$ cat src/rtl/core/ecs_pkg.sv
`timescale 1ns / 1ps
// ----------------------------------------------------------------------------
// ecs_pkg: event counter semaphore shared definitions
// Field widths, command and status codes, register indexes and the packed
// access and result records used by the core and the top level.
// ----------------------------------------------------------------------------
package ecs_pkg;

    localparam int COUNT_W    = 64;
    localparam int BYTES_W    = 16;
    localparam int WAKE_W     = 16;
    localparam int CFG_W      = 32;
    localparam int CFG_IDX_W  = 2;
    localparam int CMD_W      = 2;
    localparam int IN_DATA_W  = 88;
    localparam int OUT_DATA_W = 88;

    localparam logic [COUNT_W-1:0] ALL_ONES    = '1;
    localparam logic [COUNT_W-1:0] WRITE_LIMIT = 64'hffff_ffff_ffff_fffe;
    localparam logic [COUNT_W-1:0] WAKE_MAX    = 64'h0000_0000_0000_ffff;
    localparam logic [BYTES_W-1:0] MIN_BYTES   = 16'd8;

    localparam logic [CFG_IDX_W-1:0] CFG_SEMAPHORE_MODE = 2'd0;
    localparam logic [CFG_IDX_W-1:0] CFG_NONBLOCKING    = 2'd1;
    localparam logic [CFG_IDX_W-1:0] CFG_INITIAL_COUNT  = 2'd2;

    typedef enum logic [CMD_W-1:0] {
        CMD_READ  = 2'd0,
        CMD_WRITE = 2'd1,
        CMD_POLL  = 2'd2
    } ecs_cmd_t;

    typedef enum logic [1:0] {
        ST_DONE        = 2'd0,
        ST_INVALID     = 2'd1,
        ST_WOULD_BLOCK = 2'd2,
        ST_WAITING     = 2'd3
    } ecs_status_t;

    // low bits last
    typedef struct packed {
        logic                want_write;
        logic                want_read;
        logic [COUNT_W-1:0]  write_value;
        logic [BYTES_W-1:0]  buffer_bytes;
        ecs_cmd_t            cmd;
    } ecs_item_t;

    typedef struct packed {
        logic                waiter_overflow;
        logic                poll_writable;
        logic                poll_readable;
        logic                wake_readers;
        logic [WAKE_W-1:0]   wake_count;
        logic [COUNT_W-1:0]  read_value;
        ecs_status_t         status;
    } ecs_result_t;

    localparam int RESULT_W = $bits(ecs_result_t);

endpackage

$ cat src/rtl/core/ecs_core.sv
`timescale 1ns / 1ps
// ----------------------------------------------------------------------------
// ecs_core: event counter semaphore update logic
// Works out the result of one access and the next counter and waiter counts
// from the current state and mode bits.
// ----------------------------------------------------------------------------
module ecs_core
    import ecs_pkg::*;
#(
    parameter int WAITER_BITS = 16
) (
    input  ecs_item_t              item,
    input  logic                   semaphore_mode,
    input  logic                   nonblocking,
    input  logic [COUNT_W-1:0]     count,
    input  logic [WAITER_BITS-1:0] readers,
    input  logic [WAITER_BITS-1:0] writers,
    output ecs_result_t            result,
    output logic [COUNT_W-1:0]     count_next,
    output logic [WAITER_BITS-1:0] readers_next,
    output logic [WAITER_BITS-1:0] writers_next
);

    logic [COUNT_W-1:0] sum;
    logic [COUNT_W-1:0] readers_wide;
    logic [COUNT_W-1:0] writers_wide;

    function automatic logic [COUNT_W-1:0] min3(input logic [COUNT_W-1:0] a,
                                                input logic [COUNT_W-1:0] b,
                                                input logic [COUNT_W-1:0] c);
        logic [COUNT_W-1:0] m;
        m = (a < b) ? a : b;
        return (m < c) ? m : c;
    endfunction

    assign sum          = count + item.write_value;
    assign readers_wide = COUNT_W'(readers);
    assign writers_wide = COUNT_W'(writers);

    always_comb begin
        logic [COUNT_W-1:0] wake;
        wake         = '0;
        result       = '0;
        count_next   = count;
        readers_next = readers;
        writers_next = writers;
        case (item.cmd)
            CMD_READ: begin
                if (item.buffer_bytes < MIN_BYTES) begin
                    result.status = ST_INVALID;
                end else if (count != '0) begin
                    if (semaphore_mode) begin
                        result.read_value = COUNT_W'(1);
                        count_next        = count - COUNT_W'(1);
                        wake              = COUNT_W'(writers != '0);
                    end else begin
                        result.read_value = count;
                        count_next        = '0;
                        wake              = min3(writers_wide, count, WAKE_MAX);
                    end
                    writers_next = writers - wake[WAITER_BITS-1:0];
                end else if (nonblocking) begin
                    result.status = ST_WOULD_BLOCK;
                end else begin
                    result.status = ST_WAITING;
                    if (&readers) begin
                        result.waiter_overflow = 1'b1;
                    end else begin
                        readers_next = readers + WAITER_BITS'(1);
                    end
                end
            end
            CMD_WRITE: begin
                if (item.buffer_bytes < MIN_BYTES || item.write_value == ALL_ONES) begin
                    result.status = ST_INVALID;
                end else if (item.write_value < ~count) begin
                    count_next          = sum;
                    result.wake_readers = 1'b1;
                    if (semaphore_mode) begin
                        wake = min3(readers_wide, sum, WAKE_MAX);
                    end else begin
                        wake = COUNT_W'(readers != '0);
                    end
                    readers_next = readers - wake[WAITER_BITS-1:0];
                end else if (nonblocking) begin
                    result.status = ST_WOULD_BLOCK;
                end else begin
                    result.status = ST_WAITING;
                    if (&writers) begin
                        result.waiter_overflow = 1'b1;
                    end else begin
                        writers_next = writers + WAITER_BITS'(1);
                    end
                end
            end
            CMD_POLL: begin
                result.poll_readable = item.want_read && (count != '0);
                result.poll_writable = item.want_write && (count < WRITE_LIMIT);
            end
            default: begin
                result.status = ST_INVALID;
            end
        endcase
        result.wake_count = wake[WAKE_W-1:0];
    end

endmodule

$ cat src/rtl/core/event_counter_semaphore_unit.sv
`timescale 1ns / 1ps
// path: an input transfer is held in the input register, then the result register
//   (which also updates counter and waiter counts) drives the output
// throughput: one access per cycle while the output is not stalled; the counter is updated with the result register
// reset: synchronous, clears counter, waiter counts, mode bits and both
//   valid flags
// ----------------------------------------------------------------------------
// event_counter_semaphore_unit: event counter with reader and writer waiters
// Takes read, write and poll accesses on a stream input and returns one
// result per access on a stream output.
// ----------------------------------------------------------------------------
module event_counter_semaphore_unit
    import ecs_pkg::*;
#(
    parameter int WAITER_BITS = 16
) (
    input  logic                  aclk,
    input  logic                  aresetn,

    input  logic                  cfg_we,
    input  logic [CFG_IDX_W-1:0]  cfg_index,
    input  logic [CFG_W-1:0]      cfg_wdata,

    input  logic                  s_tvalid,
    output logic                  s_tready,
    // buffer_bytes, write_value, poll_want_read, poll_want_write, zero pad
    input  logic [IN_DATA_W-1:0]  s_tdata,
    // cmd
    input  logic [CMD_W-1:0]      s_tuser,

    output logic                  m_tvalid,
    input  logic                  m_tready,
    // status, read_value, wake_count, wake_readers, poll_readable,
    // poll_writable, waiter_overflow, zero pad
    output logic [OUT_DATA_W-1:0] m_tdata
);

    logic                   in_valid_reg;
    ecs_item_t              item_reg;
    logic                   out_valid_reg;
    ecs_result_t            result_reg;
    logic [COUNT_W-1:0]     count_reg;
    logic [WAITER_BITS-1:0] readers_reg;
    logic [WAITER_BITS-1:0] writers_reg;
    logic                   semaphore_mode_reg;
    logic                   nonblocking_reg;

    ecs_item_t              item_in;
    ecs_result_t            result_next;
    logic [COUNT_W-1:0]     count_next;
    logic [WAITER_BITS-1:0] readers_next;
    logic [WAITER_BITS-1:0] writers_next;
    logic                   advance;
    logic                   fire;
    logic                   in_transfer;

    assign advance     = !out_valid_reg || m_tready;
    assign s_tready    = !in_valid_reg || advance;
    assign in_transfer = s_tvalid && s_tready;
    assign fire        = in_valid_reg && advance;

    always_comb begin
        item_in              = '0;
        item_in.cmd          = ecs_cmd_t'(s_tuser);
        item_in.buffer_bytes = s_tdata[BYTES_W-1:0];
        item_in.write_value  = s_tdata[BYTES_W +: COUNT_W];
        item_in.want_read    = s_tdata[BYTES_W + COUNT_W];
        item_in.want_write   = s_tdata[BYTES_W + COUNT_W + 1];
    end

    ecs_core #(
        .WAITER_BITS (WAITER_BITS)
    ) u_core (
        .item           (item_reg),
        .semaphore_mode (semaphore_mode_reg),
        .nonblocking    (nonblocking_reg),
        .count          (count_reg),
        .readers        (readers_reg),
        .writers        (writers_reg),
        .result         (result_next),
        .count_next     (count_next),
        .readers_next   (readers_next),
        .writers_next   (writers_next)
    );

    always_ff @(posedge aclk) begin
        if (!aresetn) begin
            in_valid_reg       <= 1'b0;
            out_valid_reg      <= 1'b0;
            count_reg          <= '0;
            readers_reg        <= '0;
            writers_reg        <= '0;
            semaphore_mode_reg <= 1'b0;
            nonblocking_reg    <= 1'b0;
        end else begin
            if (in_transfer) begin
                in_valid_reg <= 1'b1;
            end else if (fire) begin
                in_valid_reg <= 1'b0;
            end
            if (advance) begin
                out_valid_reg <= in_valid_reg;
            end
            if (cfg_we) begin
                unique case (cfg_index)
                    CFG_SEMAPHORE_MODE: begin
                        semaphore_mode_reg <= cfg_wdata[0];
                    end
                    CFG_NONBLOCKING: begin
                        nonblocking_reg <= cfg_wdata[0];
                    end
                    CFG_INITIAL_COUNT: begin
                        count_reg   <= COUNT_W'(cfg_wdata);
                        readers_reg <= '0;
                        writers_reg <= '0;
                    end
                    default: begin
                    end
                endcase
            end else if (fire) begin
                count_reg   <= count_next;
                readers_reg <= readers_next;
                writers_reg <= writers_next;
            end
        end
    end

    always_ff @(posedge aclk) begin
        if (in_transfer) begin
            item_reg <= item_in;
        end
        if (fire) begin
            result_reg <= result_next;
        end
    end

    assign m_tvalid = out_valid_reg;
    assign m_tdata  = {{(OUT_DATA_W - RESULT_W){1'b0}}, result_reg};

endmodule

$ cat config.mk
export PLATFORM = sky130hd
export DESIGN_NAME = event_counter_semaphore_unit
export DESIGN_NICKNAME = d
export VERILOG_FILES = /design/src/rtl/core/ecs_pkg.sv /design/src/rtl/core/ecs_core.sv /design/src/rtl/core/event_counter_semaphore_unit.sv
export SDC_FILE = /design/constraint.sdc
export NUM_CORES = 1
export LEC_CHECK = 0
export BUFFER_PORTS_ARGS = -buffer_cell sky130_fd_sc_hd__clkbuf_2
export CORE_MARGIN = 2
export CORE_UTILIZATION = 35
export CTS_CLUSTER_SIZE = 25
export DETAILED_ROUTE_END_ITERATION = 10
export GPL_ROUTABILITY_DRIVEN = 0
export HOLD_SLACK_MARGIN = 0.05
export MAX_ROUTING_LAYER = met4
export PLACE_DENSITY = 0.62
export SETUP_SLACK_MARGIN = 0.4
export SKIP_CTS_REPAIR_TIMING = 1
export SLEW_MARGIN = 10
export SYNTH_ARGS = -nofsm -noshare
export SYNTH_HDL_FRONTEND = slang
export SYNTH_HIERARCHICAL = 1
export SYNTH_SLANG_ARGS = --single-unit
$ cat constraint.sdc
create_clock -name aclk -period 22.9 [get_ports aclk]
set_clock_uncertainty 0.2 [all_clocks]
set_input_delay 2.29 -clock aclk [delete_from_list [all_inputs] [get_ports aclk]]
set_output_delay 2.29 -clock aclk [all_outputs]
set_load 0.01 [all_outputs]
# ---- Yosys cells after proc, flatten, opt, wreduce, memory -nomap -nowiden
# Index checks and enable logic that the tools add are counted.
dict set report totals {
  ff_bits 270
  out_inout_bits 90
  wordCells 144
}
dict set report op_classes {
  add_sub_neg 6
  n_lt_le_gt_ge 7
  eq_ne 16
  muxes 64
  bitwise 4
  n_reduce_logical 27
}
# op n
set op_table {}
lappend op_table {{2-to-1 mux 64 bit} 10}
lappend op_table {{2-to-1 mux 16 bit} 31}
lappend op_table {{< comparator 16 x 64 -> 1 bit} 2}
lappend op_table {{< comparator 64 x 16 -> 1 bit (second input constant)} 2}
lappend op_table {{one-hot mux 64 bit (2 select lines)} 1}
lappend op_table {{one-hot mux 16 bit (2 select lines)} 3}
lappend op_table {{adder 64 bit} 1}
lappend op_table {{equality test 64 bit (second input constant)} 1}
lappend op_table {{< comparator 64 bit} 1}
lappend op_table {{< comparator 64 bit (second input constant)} 1}
lappend op_table {{inverter 64 bit} 1}
lappend op_table {{nonzero test 64 bit} 1}
lappend op_table {{subtractor 64 x 1 -> 64 bit (second input constant)} 1}
lappend op_table {{adder 16 x 1 -> 16 bit (second input constant)} 2}
lappend op_table {{AND reduction 16 bit} 2}
lappend op_table {{nonzero test 16 bit} 2}
lappend op_table {{subtractor 16 bit} 2}
lappend op_table {{inequality test 3 bit (second input constant)} 8}
lappend op_table {{AND reduction 9 bit} 2}
lappend op_table {{< comparator 16 x 4 -> 1 bit (second input constant)} 1}
lappend op_table {{2-to-1 mux 1 bit} 13}
lappend op_table {{2-to-1 mux 2 bit} 4}
lappend op_table {{AND reduction 7 bit} 1}
lappend op_table {{inequality test 3 x 2 -> 1 bit (second input constant)} 2}
lappend op_table {{other kinds (16)} 29}

# ---- Depth between registers and ports, before layout
# Gate-level depths: netlist (run 1).
dict set report logic_depth {
  word_depth 15
  mapped_depth 43
  ltp_nobuf 42
}

# ---- Modules after synthesis
# The synthesis (run 1) kept the hierarchy.
# mod instances cells_each area_per_inst_um2 seq_area_each_um2
set modules_own_cells {}
lappend modules_own_cells {ecs_core 1 1997 12220.5 0.0}
lappend modules_own_cells {event_counter_semaphore_unit 1 513 8917.3 7106.8}

# ---- Least setup slack after synthesis (run 1)
# OpenSTA, ideal clock, no wires.
dict set report synth_path {
  kind {register to register}
  startpoint {reg item_reg[19] (netlist name)}
  endpoint {reg readers_reg[15]}
  arrival_ns 7.840
  required_ns 22.583
  setup_slack_ns 14.743
  path_stages_with_launch 42
  n_path_buf 1
  period_less_slack_ns 8.157
  path_cell_list {edfxtp_1 ha_1 a211oi_1 o21bai_1 a21oi_1 o21bai_1 a21o_1 a21o_1 a21o_1 a21oi_1 xor2_1 ha_1 nand4_1 nor4_1 a21oi_1 nor4_1 nand3_1 nor4_1 [6 not listed] nand2b_4 ha_1 nor2b_1 o21ai_0 nand2b_1 a21o_1 a31o_2 a211oi_1 or3_1 nor2b_1 o21ai_0 nand2b_1 a21o_1 a21oi_1 mux2i_1 nand3_1 a41o_1 a22o_1}
}
dict set report synth_via {
  elab_chain_len 15
}
# item line
set synth_lines {}
lappend synth_lines {{start: declaration} event_counter_semaphore_unit.sv:39} ;# ecs_item_t item_reg;
lappend synth_lines {{start signal: assignment} event_counter_semaphore_unit.sv:130} ;# item_reg <= item_in;
lappend synth_lines {{adder 64 bit *} ecs_core.sv:36} ;# assign sum = count + item.write_value;
lappend synth_lines {{< comparator 16 x 64 -> 1 bit} ecs_core.sv:32} ;# m = (a < b) ? a : b;
lappend synth_lines {{2-to-1 mux 64 bit *} ecs_core.sv:32}
lappend synth_lines {{< comparator 64 x 16 -> 1 bit} ecs_core.sv:33} ;# return (m < c) ? m : c;
lappend synth_lines {{2-to-1 mux 16 bit *} ecs_core.sv:33}
lappend synth_lines {{2-to-1 mux 16 bit *} ecs_core.sv:79} ;# if (semaphore_mode) begin
lappend synth_lines {{2-to-1 mux 16 bit *} ecs_core.sv:76} ;# end else if (item.write_value < ~count) begin
lappend synth_lines {{2-to-1 mux 16 bit *} ecs_core.sv:74} ;# if (item.buffer_bytes < MIN_BYTES || item.write_value == ALL_ONES) begin
lappend synth_lines {{2-to-1 mux 16 bit *} ecs_core.sv:47} ;# case (item.cmd)
lappend synth_lines {{subtractor 16 bit *} ecs_core.sv:84} ;# readers_next = readers - wake[WAITER_BITS-1:0];
lappend synth_lines {{2-to-1 mux 16 bit *} ecs_core.sv:76}
lappend synth_lines {{2-to-1 mux 16 bit *} ecs_core.sv:74}
lappend synth_lines {{one-hot mux 16 bit (2 select lines) *} ecs_core.sv:47}
lappend synth_lines {{net readers_next[15]} event_counter_semaphore_unit.sv:51} ;# logic [WAITER_BITS-1:0] readers_next;
lappend synth_lines {{2-to-1 mux 16 bit *} event_counter_semaphore_unit.sv:120} ;# end else if (fire) begin
lappend synth_lines {{2-to-1 mux 16 bit *} event_counter_semaphore_unit.sv:104} ;# if (cfg_we) begin
lappend synth_lines {{end signal: assignment} event_counter_semaphore_unit.sv:122} ;# readers_reg <= readers_next;
lappend synth_lines {{end: declaration} event_counter_semaphore_unit.sv:43} ;# logic [WAITER_BITS-1:0] readers_reg;
# The timed path passes the listed nets; every way through them passes the cells marked *. The select of a mux whose other input is x is not followed.
# A chain may end at the register's enable or synchronous reset.

# ---- Worst setup path in the final report (run 1)
# Ends and elaborated chain as after synthesis.

==> results of run 1 <==
[stage by stage]
stage | hold WS (ns) | util | cells | power [mW]
2_1_floorplan | 0.254 | - | 2508 | 0.792
3_3_place_gp | 0.319 | 0.382 | 3367 | 0.895
3_5_place_dp | 0.349 | 0.382 | 3367 | 0.900
4_1_cts | 0.359 | 0.399 | 3424 | 1.41
5_1_grt | 0.408 | 0.399 | 3424 | 1.46
6_report | 0.361 | 0.399 | 3424 | 1.41
[final timing paths]
path,startpoint,endpoint
max,item_reg[19]$_DFFE_PP_,readers_reg[15]$_SDFFE_PN0P_
min,in_valid_reg$_SDFFE_PN0P_,m_tvalid$_SDFFE_PN0P_
max reg2reg,item_reg[19]$_DFFE_PP_,readers_reg[15]$_SDFFE_PN0P_
min reg2reg,in_valid_reg$_SDFFE_PN0P_,m_tvalid$_SDFFE_PN0P_
[power breakdown]
group          internal (mW)  leakage [nW]  switching [mW]
combinational          0.120          6.42           0.227
clock                  0.288         0.483           0.217
sequential             0.532          2.42          0.0244
[per-layer routing]
metal / track usage / routed length, µm / part of all wire
met5: - / 0 / 0
met4: 0.102 / 3380 / 0.043
met3: 0.0336 / 7800 / 0.10
met2: 0.365 / 33500 / 0.43
met1: 0.337 / 33600 / 0.43
[critical path: cells and delay by family, from the launching register on]
kind	cells	cell delay, ns
flip-flops	1	0.48
AND/OR/NAND/NOR	16	3.38
buffers and inverters	1	0.35
AO/OA/AOI/OAI	18	3.73
XOR/XNOR	1	0.51
multiplexers	2	0.59
adder cells (fa/ha/maj)	3	0.82
[cells in the final DEF (no fill, tap or decap), types with 54 or more instances in the layout]
master,count
nor2_1,192
ha_1,131
a22o_1,68
a21o_1,54
dfxtp_1,99
clkbuf_2,207
nand2_1,293
a21oi_1,188
inv_1,64
edfxtp_1,167
nand4_1,78
and2_1,54
nand3_1,59
o21ai_0,159
nor3_1,95
[final cells by class]
class,instances,area (µm²),share of cell area
Tap cell,773,967,0.0409
Clock inverter,19,204,0.00862
Multi-Input combinational cell,2028,13200,0.557
Timing Repair Buffer,234,1240,0.0523
Clock buffer,38,812,0.0343
Sequential cell,267,7020,0.297
Inverter,65,244,0.0103
==> run summary, run 1 <==
Global routing finished with a remaining overflow of 0. For the total cell area at the placement stage, the log shows 22,700 µm². For the top-level port count, the log shows 219. After the last flow step, the layout net total stands at 2,890. Data arrives at the worst endpoint at 10.48 ns.

The maximum number of buffers from clock root to sink was 3; the number of cell instances on the worst register-to-register path was 41. The run gives 1 as the number of levels the H-tree was split into. TritonCTS created 31 clock buffers. After detailed routing, the number of remaining DRC violations is 0. The highest net fanout along the worst path was 18.

The slowest cell on the critical path was nor4_1. Synthesis produced 2,507 cells. The maximum frequency from static timing analysis is 0.0980 GHz, and the number of nets with antenna violations after routing is 0. For the worst setup path, the data required time is 23.18 ns. Buffers placed on the I/O ports in this run total 207.

Clock tree synthesis found a total of 267 sinks. The first global-routing pass estimated 117 mm of wire. Summing all non-filler instances in the final layout gives an area of 23,700 µm².

Setup violations remaining at the end of the flow were counted as 0. The worst-case IR drop observed on VDD is 0.0000554 V. The vias after detailed routing was 21,139; the share of layout cells above drive strength 1 was 0.146. Cell depth of the worst min-delay path: 2. The run gives 0.59 ns as the insertion delay to the later sink of the worst-skew pair. The register with the most flip-flops in the layout has 86 of them. Antenna cell count: 0.

STA classifies the critical path endpoint as a flip-flop. The count of synthesis-stage warnings from yosys came out at 6. The worst setup timing slack at the placement stage came out at 13.02 ns. The logs give 78.3 mm for the sum of routed wire length over all layers and 12.70 ns for the reg2reg setup slack. The post-route worst setup slack was 12.70 ns; the headroom to the max-slew limit was 0.157.

The first routing iteration left 2,838 violations. The root buffer cell was clkbuf_16. Setup repair after global routing left no endpoint under its margin. Summing every instance area after synthesis gives 21,000 µm².

After clock tree synthesis, the clock-pin slew on the worst setup and hold paths is 0.07 ns. The pin slew with the least headroom to its limit is 1.26 ns. The period utilization was 0.446. The setup path with the least slack is of type flip-flop to flip-flop. The number of global-route vias before repair is 19,359. The core region is 59,200 µm². STA classifies the critical path startpoint as a flip-flop. The pin count of the biggest net entering global routing came out at 76. The die covers 62,100 µm². After routing, the total negative slack on setup checks comes to 0 ns.

The cell that appears most often on the critical path is a21o_1. In this design, the stage delay of the slowest critical-path cell is 0.60 ns. Counting the fill cells in the layout gives 5,995. In this run the core area contains 89 standard-cell rows.

The run gives 0 as the final-report max-slew violation count. TritonCTS built the clock tree. The power density over cell area was 59.5 nW/µm². The average instance in the mapped netlist occupies 8.40 µm². The run finished with clean final reports. In this run the worst hold path is classified as flip-flop to flip-flop. The die outline width is 249 µm, and the leakage component of the power is 9.32 nW.

The initial cell density of the core is 0.355, and the layout-stage area growth over the synthesis result is 12.4%. Dividing the detail-routed via count by the number of cells gives 6.17. For the overall track demand over capacity in global routing, the log shows 0.246. The initial antenna violation count was 0. In this run the vertical extent of the chip is 249 µm. The pre-antenna-repair detailed-routing pass consisted of 8 iterations. The max-capacitance violation count is 0, and the placed wire-length estimate is 57.9 mm. After detailed routing, the average wire length per cell comes to 22.9 µm. The worst path in the final design needs a cycle of 10.20 ns, including I/O delays and setup. The run gives 0 as the final number of hold-violating endpoints.
No activity file was read; power rests on OpenSTA's default activity.
==> run 2: changes to the inputs <==
clock period = 10.2 ns   (was 22.9 ns; I/O delays follow)
==> run 2 against run 1 <==
Clock-buffer cell count fell by 7. Clock power grew 130%. Critical path type unchanged. Fmax is 9.7% higher. Critical path depth is 2 lower. Power up 130%. Critical endpoint unchanged. Via count increased by 0.52%. Sequential power increased by 120%. Non-clock buffer count up 13.
==> run summary, run 2 (same netlist as run 1, synthesis figures left out) <==
The pin count of the biggest net entering global routing was 75 (-1.3%). The number of optimization iterations in the first detailed-route pass came out at 6 (-2). The worst register-to-register path ends at readers_reg[15]$_SDFFE_PN0P_. The placeable core region was 59,200 µm² (unchanged); the die height was 249 µm (unchanged). The part of the power in combinational logic is 0.251 (+0.005). For the reg2reg setup slack, the log shows 0.90 ns (-11.80 ns). The number of levels the H-tree was split into came out at 1 (unchanged).

The tools report the final worst hold slack as 0.347 ns (-0.0135 ns). In this run the critical register-to-register path is launched from item_reg[18]$_DFFE_PP_. The min-delay analysis places its worst path in the category flip-flop to flip-flop. The share of layout cells above drive strength 1 was 0.151 (+0.00471); the leftover overflow at the end of global routing was 0 (unchanged). The run gives 19,879 (+2.7%) as the number of global-route vias before repair. The routed via count divided by cell count came out at 6.19 (+0.22%). STA classifies the critical path endpoint as a flip-flop. The arrival time at the worst endpoint is 9.60 ns (-0.88 ns), and the power density over cell area is 134 nW/µm² (+120%).

Layout-stage area growth over the synthesis result: 13.0%. The maximum frequency from static timing analysis is 0.107 GHz (+9.7%). The logs give 2.12 mW (+130%) for the design internal power and 13,200 µm² (about the same) for the total area of multi-input combinational cells. The logs give 7020 µm² (unchanged) for the register cell area after layout and 0 ns (unchanged) for the setup TNS after final layout.

The max-capacitance violation count was 0 (unchanged). The logs give 0 (unchanged) for the detailed-route DRC error count and 0.60 ns (about the same) for the insertion delay to the later sink of the worst-skew pair. TritonCTS built the clock tree. The logs give 0 (unchanged) for the count of endpoints failing setup in the final report and 0.355 (unchanged) for the initial cell density of the core. The non-filler instance count after layout is 3,434 (+0.29%). The post-layout instance area came out at 23,800 µm² (+0.46%). The number of nets in the final layout came out at 2,902 (+0.42%). The total number of clock tree sinks was 267 (unchanged); the final-report max-slew violation count was 0 (unchanged). The clock input transition at the sequential cells of the worst setup and hold paths was 0.08 ns (about the same); the placed wire-length estimate was 58.8 mm (+1.5%).

The delay of the slowest critical-path stage was 0.44 ns (-0.16 ns). The worst hold path begins at in_valid_reg$_SDFFE_PN0P_. The number of flip-flops under the largest register name works out to 86 (unchanged). The run gives 30 (-3.2%) as the number of clock buffers inserted by TritonCTS. The top cell types in the final layout, fill and taps aside, are 293 x nand2_1, 207 x clkbuf_2, 192 x nor2_1. The library cell used most frequently in the layout, excluding fill and tap cells, is nand2_1. The run gives 62,100 µm² (unchanged) as the area enclosed by the die boundary.

The pin slew with the least headroom to its limit works out to 1.21 ns (-0.0525 ns). By instance count, the cell type seen most on the critical path is nand4_1. The sequential group share of total power came out at 0.391 (-0.004). The count of fill cells added during filler insertion is 6,006 (+0.18%). The average wire per cell in the routed design came out at 23.1 µm (+1.2%).

The required time of the critical path was 10.50 ns (-12.68 ns); the worst ir drop on vdd was 0.000121 V (+120%). For the row count, the log shows 89 (unchanged). The startpoint-to-endpoint class of the critical path is flip-flop to flip-flop. Total cell area at the placement stage: 22,700 µm² (+0.40%).

Time the worst path needs with I/O delays and setup: 9.30 ns (-0.900 ns). Type of element launching the critical path: a flip-flop. The terminating pin of the worst hold path was m_tvalid$_SDFFE_PN0P_. For the first-pass GRT wire length, the log shows 119 mm (+1.6%).

The logs give 1 (+1) for the initial antenna violation count and 0.250 (+0.00347) for the overall track demand over capacity in global routing. The die outline width was 249 µm (unchanged). The run gives 0.192 (+0.0350) as the headroom to the max-slew limit. The antenna cell count was 0 (unchanged). The vias after detailed routing is 21,248 (+0.52%).

The period utilization was 0.912 (+0.467); the top-level port count was 219 (unchanged). The largest individual stage delay along the critical path comes from the cell edfxtp_1. The maximum number of buffers from clock root to sink is 3 (unchanged), and the cell depth of the worst min-delay path is 2 (unchanged). The logs give 79.5 mm (+1.5%) for the sum of routed wire length over all layers and 9.39 nW (+0.76%) for the leakage component of the power. The number of buffers added on ports was 207 (unchanged). The beginning of the critical path was item_reg[18]$_DFFE_PP_. The final number of hold-violating endpoints is 0 (unchanged), and the number of cells after detailed placement is 3,379 (+0.36%). The run finished with clean final reports. The run gives 0.358 (about the same) as the part of the power in the clock network. The number of nets with antenna violations after routing is 0 (unchanged).

The tree is rooted in a clkbuf_16. The violation count after the first detailed-route iteration was 2,867 (+1.0%). Setup repair after global routing left no endpoint under its margin. For the switching component of the power, the log shows 1.06 mW (+130%). The proportion of total power due to net switching is 0.333 (about the same).

The number of cell instances on the worst register-to-register path came out at 39 (-4.9%). The highest net fanout along the worst path was 4 (-14).
## run 2: critical path, delay by kind of cell, from the launching register on
kind / cells / cell delay, ns
adder cells (fa/ha/maj): 4 / 1.26
multiplexers: 2 / 0.54
XOR/XNOR: 1 / 0.29
flip-flops: 1 / 0.44
buffers and inverters: 2 / 0.28
AO/OA/AOI/OAI: 13 / 2.96
AND/OR/NAND/NOR: 17 / 3.22
## run 2: worst max path at each step
| stage | endpoint | slack (ns) | depth (start not counted) |
|---|---|---|---|
| 2_1_floorplan | readers_reg[15]$_SDFFE_PN0P_ | 2.04 | 41 |
| 3_3_place_gp | readers_reg[15]$_SDFFE_PN0P_ | 0.77 | 38 |
| 3_5_place_dp | readers_reg[15]$_SDFFE_PN0P_ | 0.62 | 38 |
| 4_1_cts | readers_reg[15]$_SDFFE_PN0P_ | 0.56 | 38 |
| 5_1_grt | readers_reg[14]$_SDFFE_PN0P_ | 0.43 | 41 |
| 6_report | readers_reg[15]$_SDFFE_PN0P_ | 0.90 | 39 |
## run 2: routing by layer
metal,track usage,wire length (µm),share of wire,vias up
met5,-,0,0,-
met4,0.109,3940,0.050,0
met3,0.0372,7860,0.099,243
met2,0.370,33800,0.42,1295
met1,0.338,33900,0.43,10015
li1,-,-,-,9695
## run 2: metrics by stage
stage,worst slack [ns],util,total power [mW]
2_1_floorplan,2.04,-,1.78
3_3_place_gp,0.769,0.384,2.02
3_5_place_dp,0.623,0.384,2.03
4_1_cts,0.558,0.401,3.18
5_1_grt,0.430,0.401,3.30
6_report,0.896,0.401,3.18
## run 2: final cells by class
cell class	instances	area share
multi-input combinational	2028	0.555
clock inverter	23	0.0101
timing repair buffer	247	0.0562
sequential	267	0.295
clock buffer	31	0.0326
tap	773	0.0407
inverter	65	0.0103
## run 2: power by group through the flow
| stage | sequential [mW] | clock, mW | combinational [mW] |
|---|---|---|---|
| finish | 1.24 | 1.14 | 0.799 |
| floorplan | 1.25 | 0 | 0.524 |
| CTS | 1.24 | 1.17 | 0.770 |
| global placement | 1.26 | 0 | 0.752 |
| global route | 1.25 | 1.20 | 0.852 |
| detailed placement | 1.27 | 0 | 0.766 |
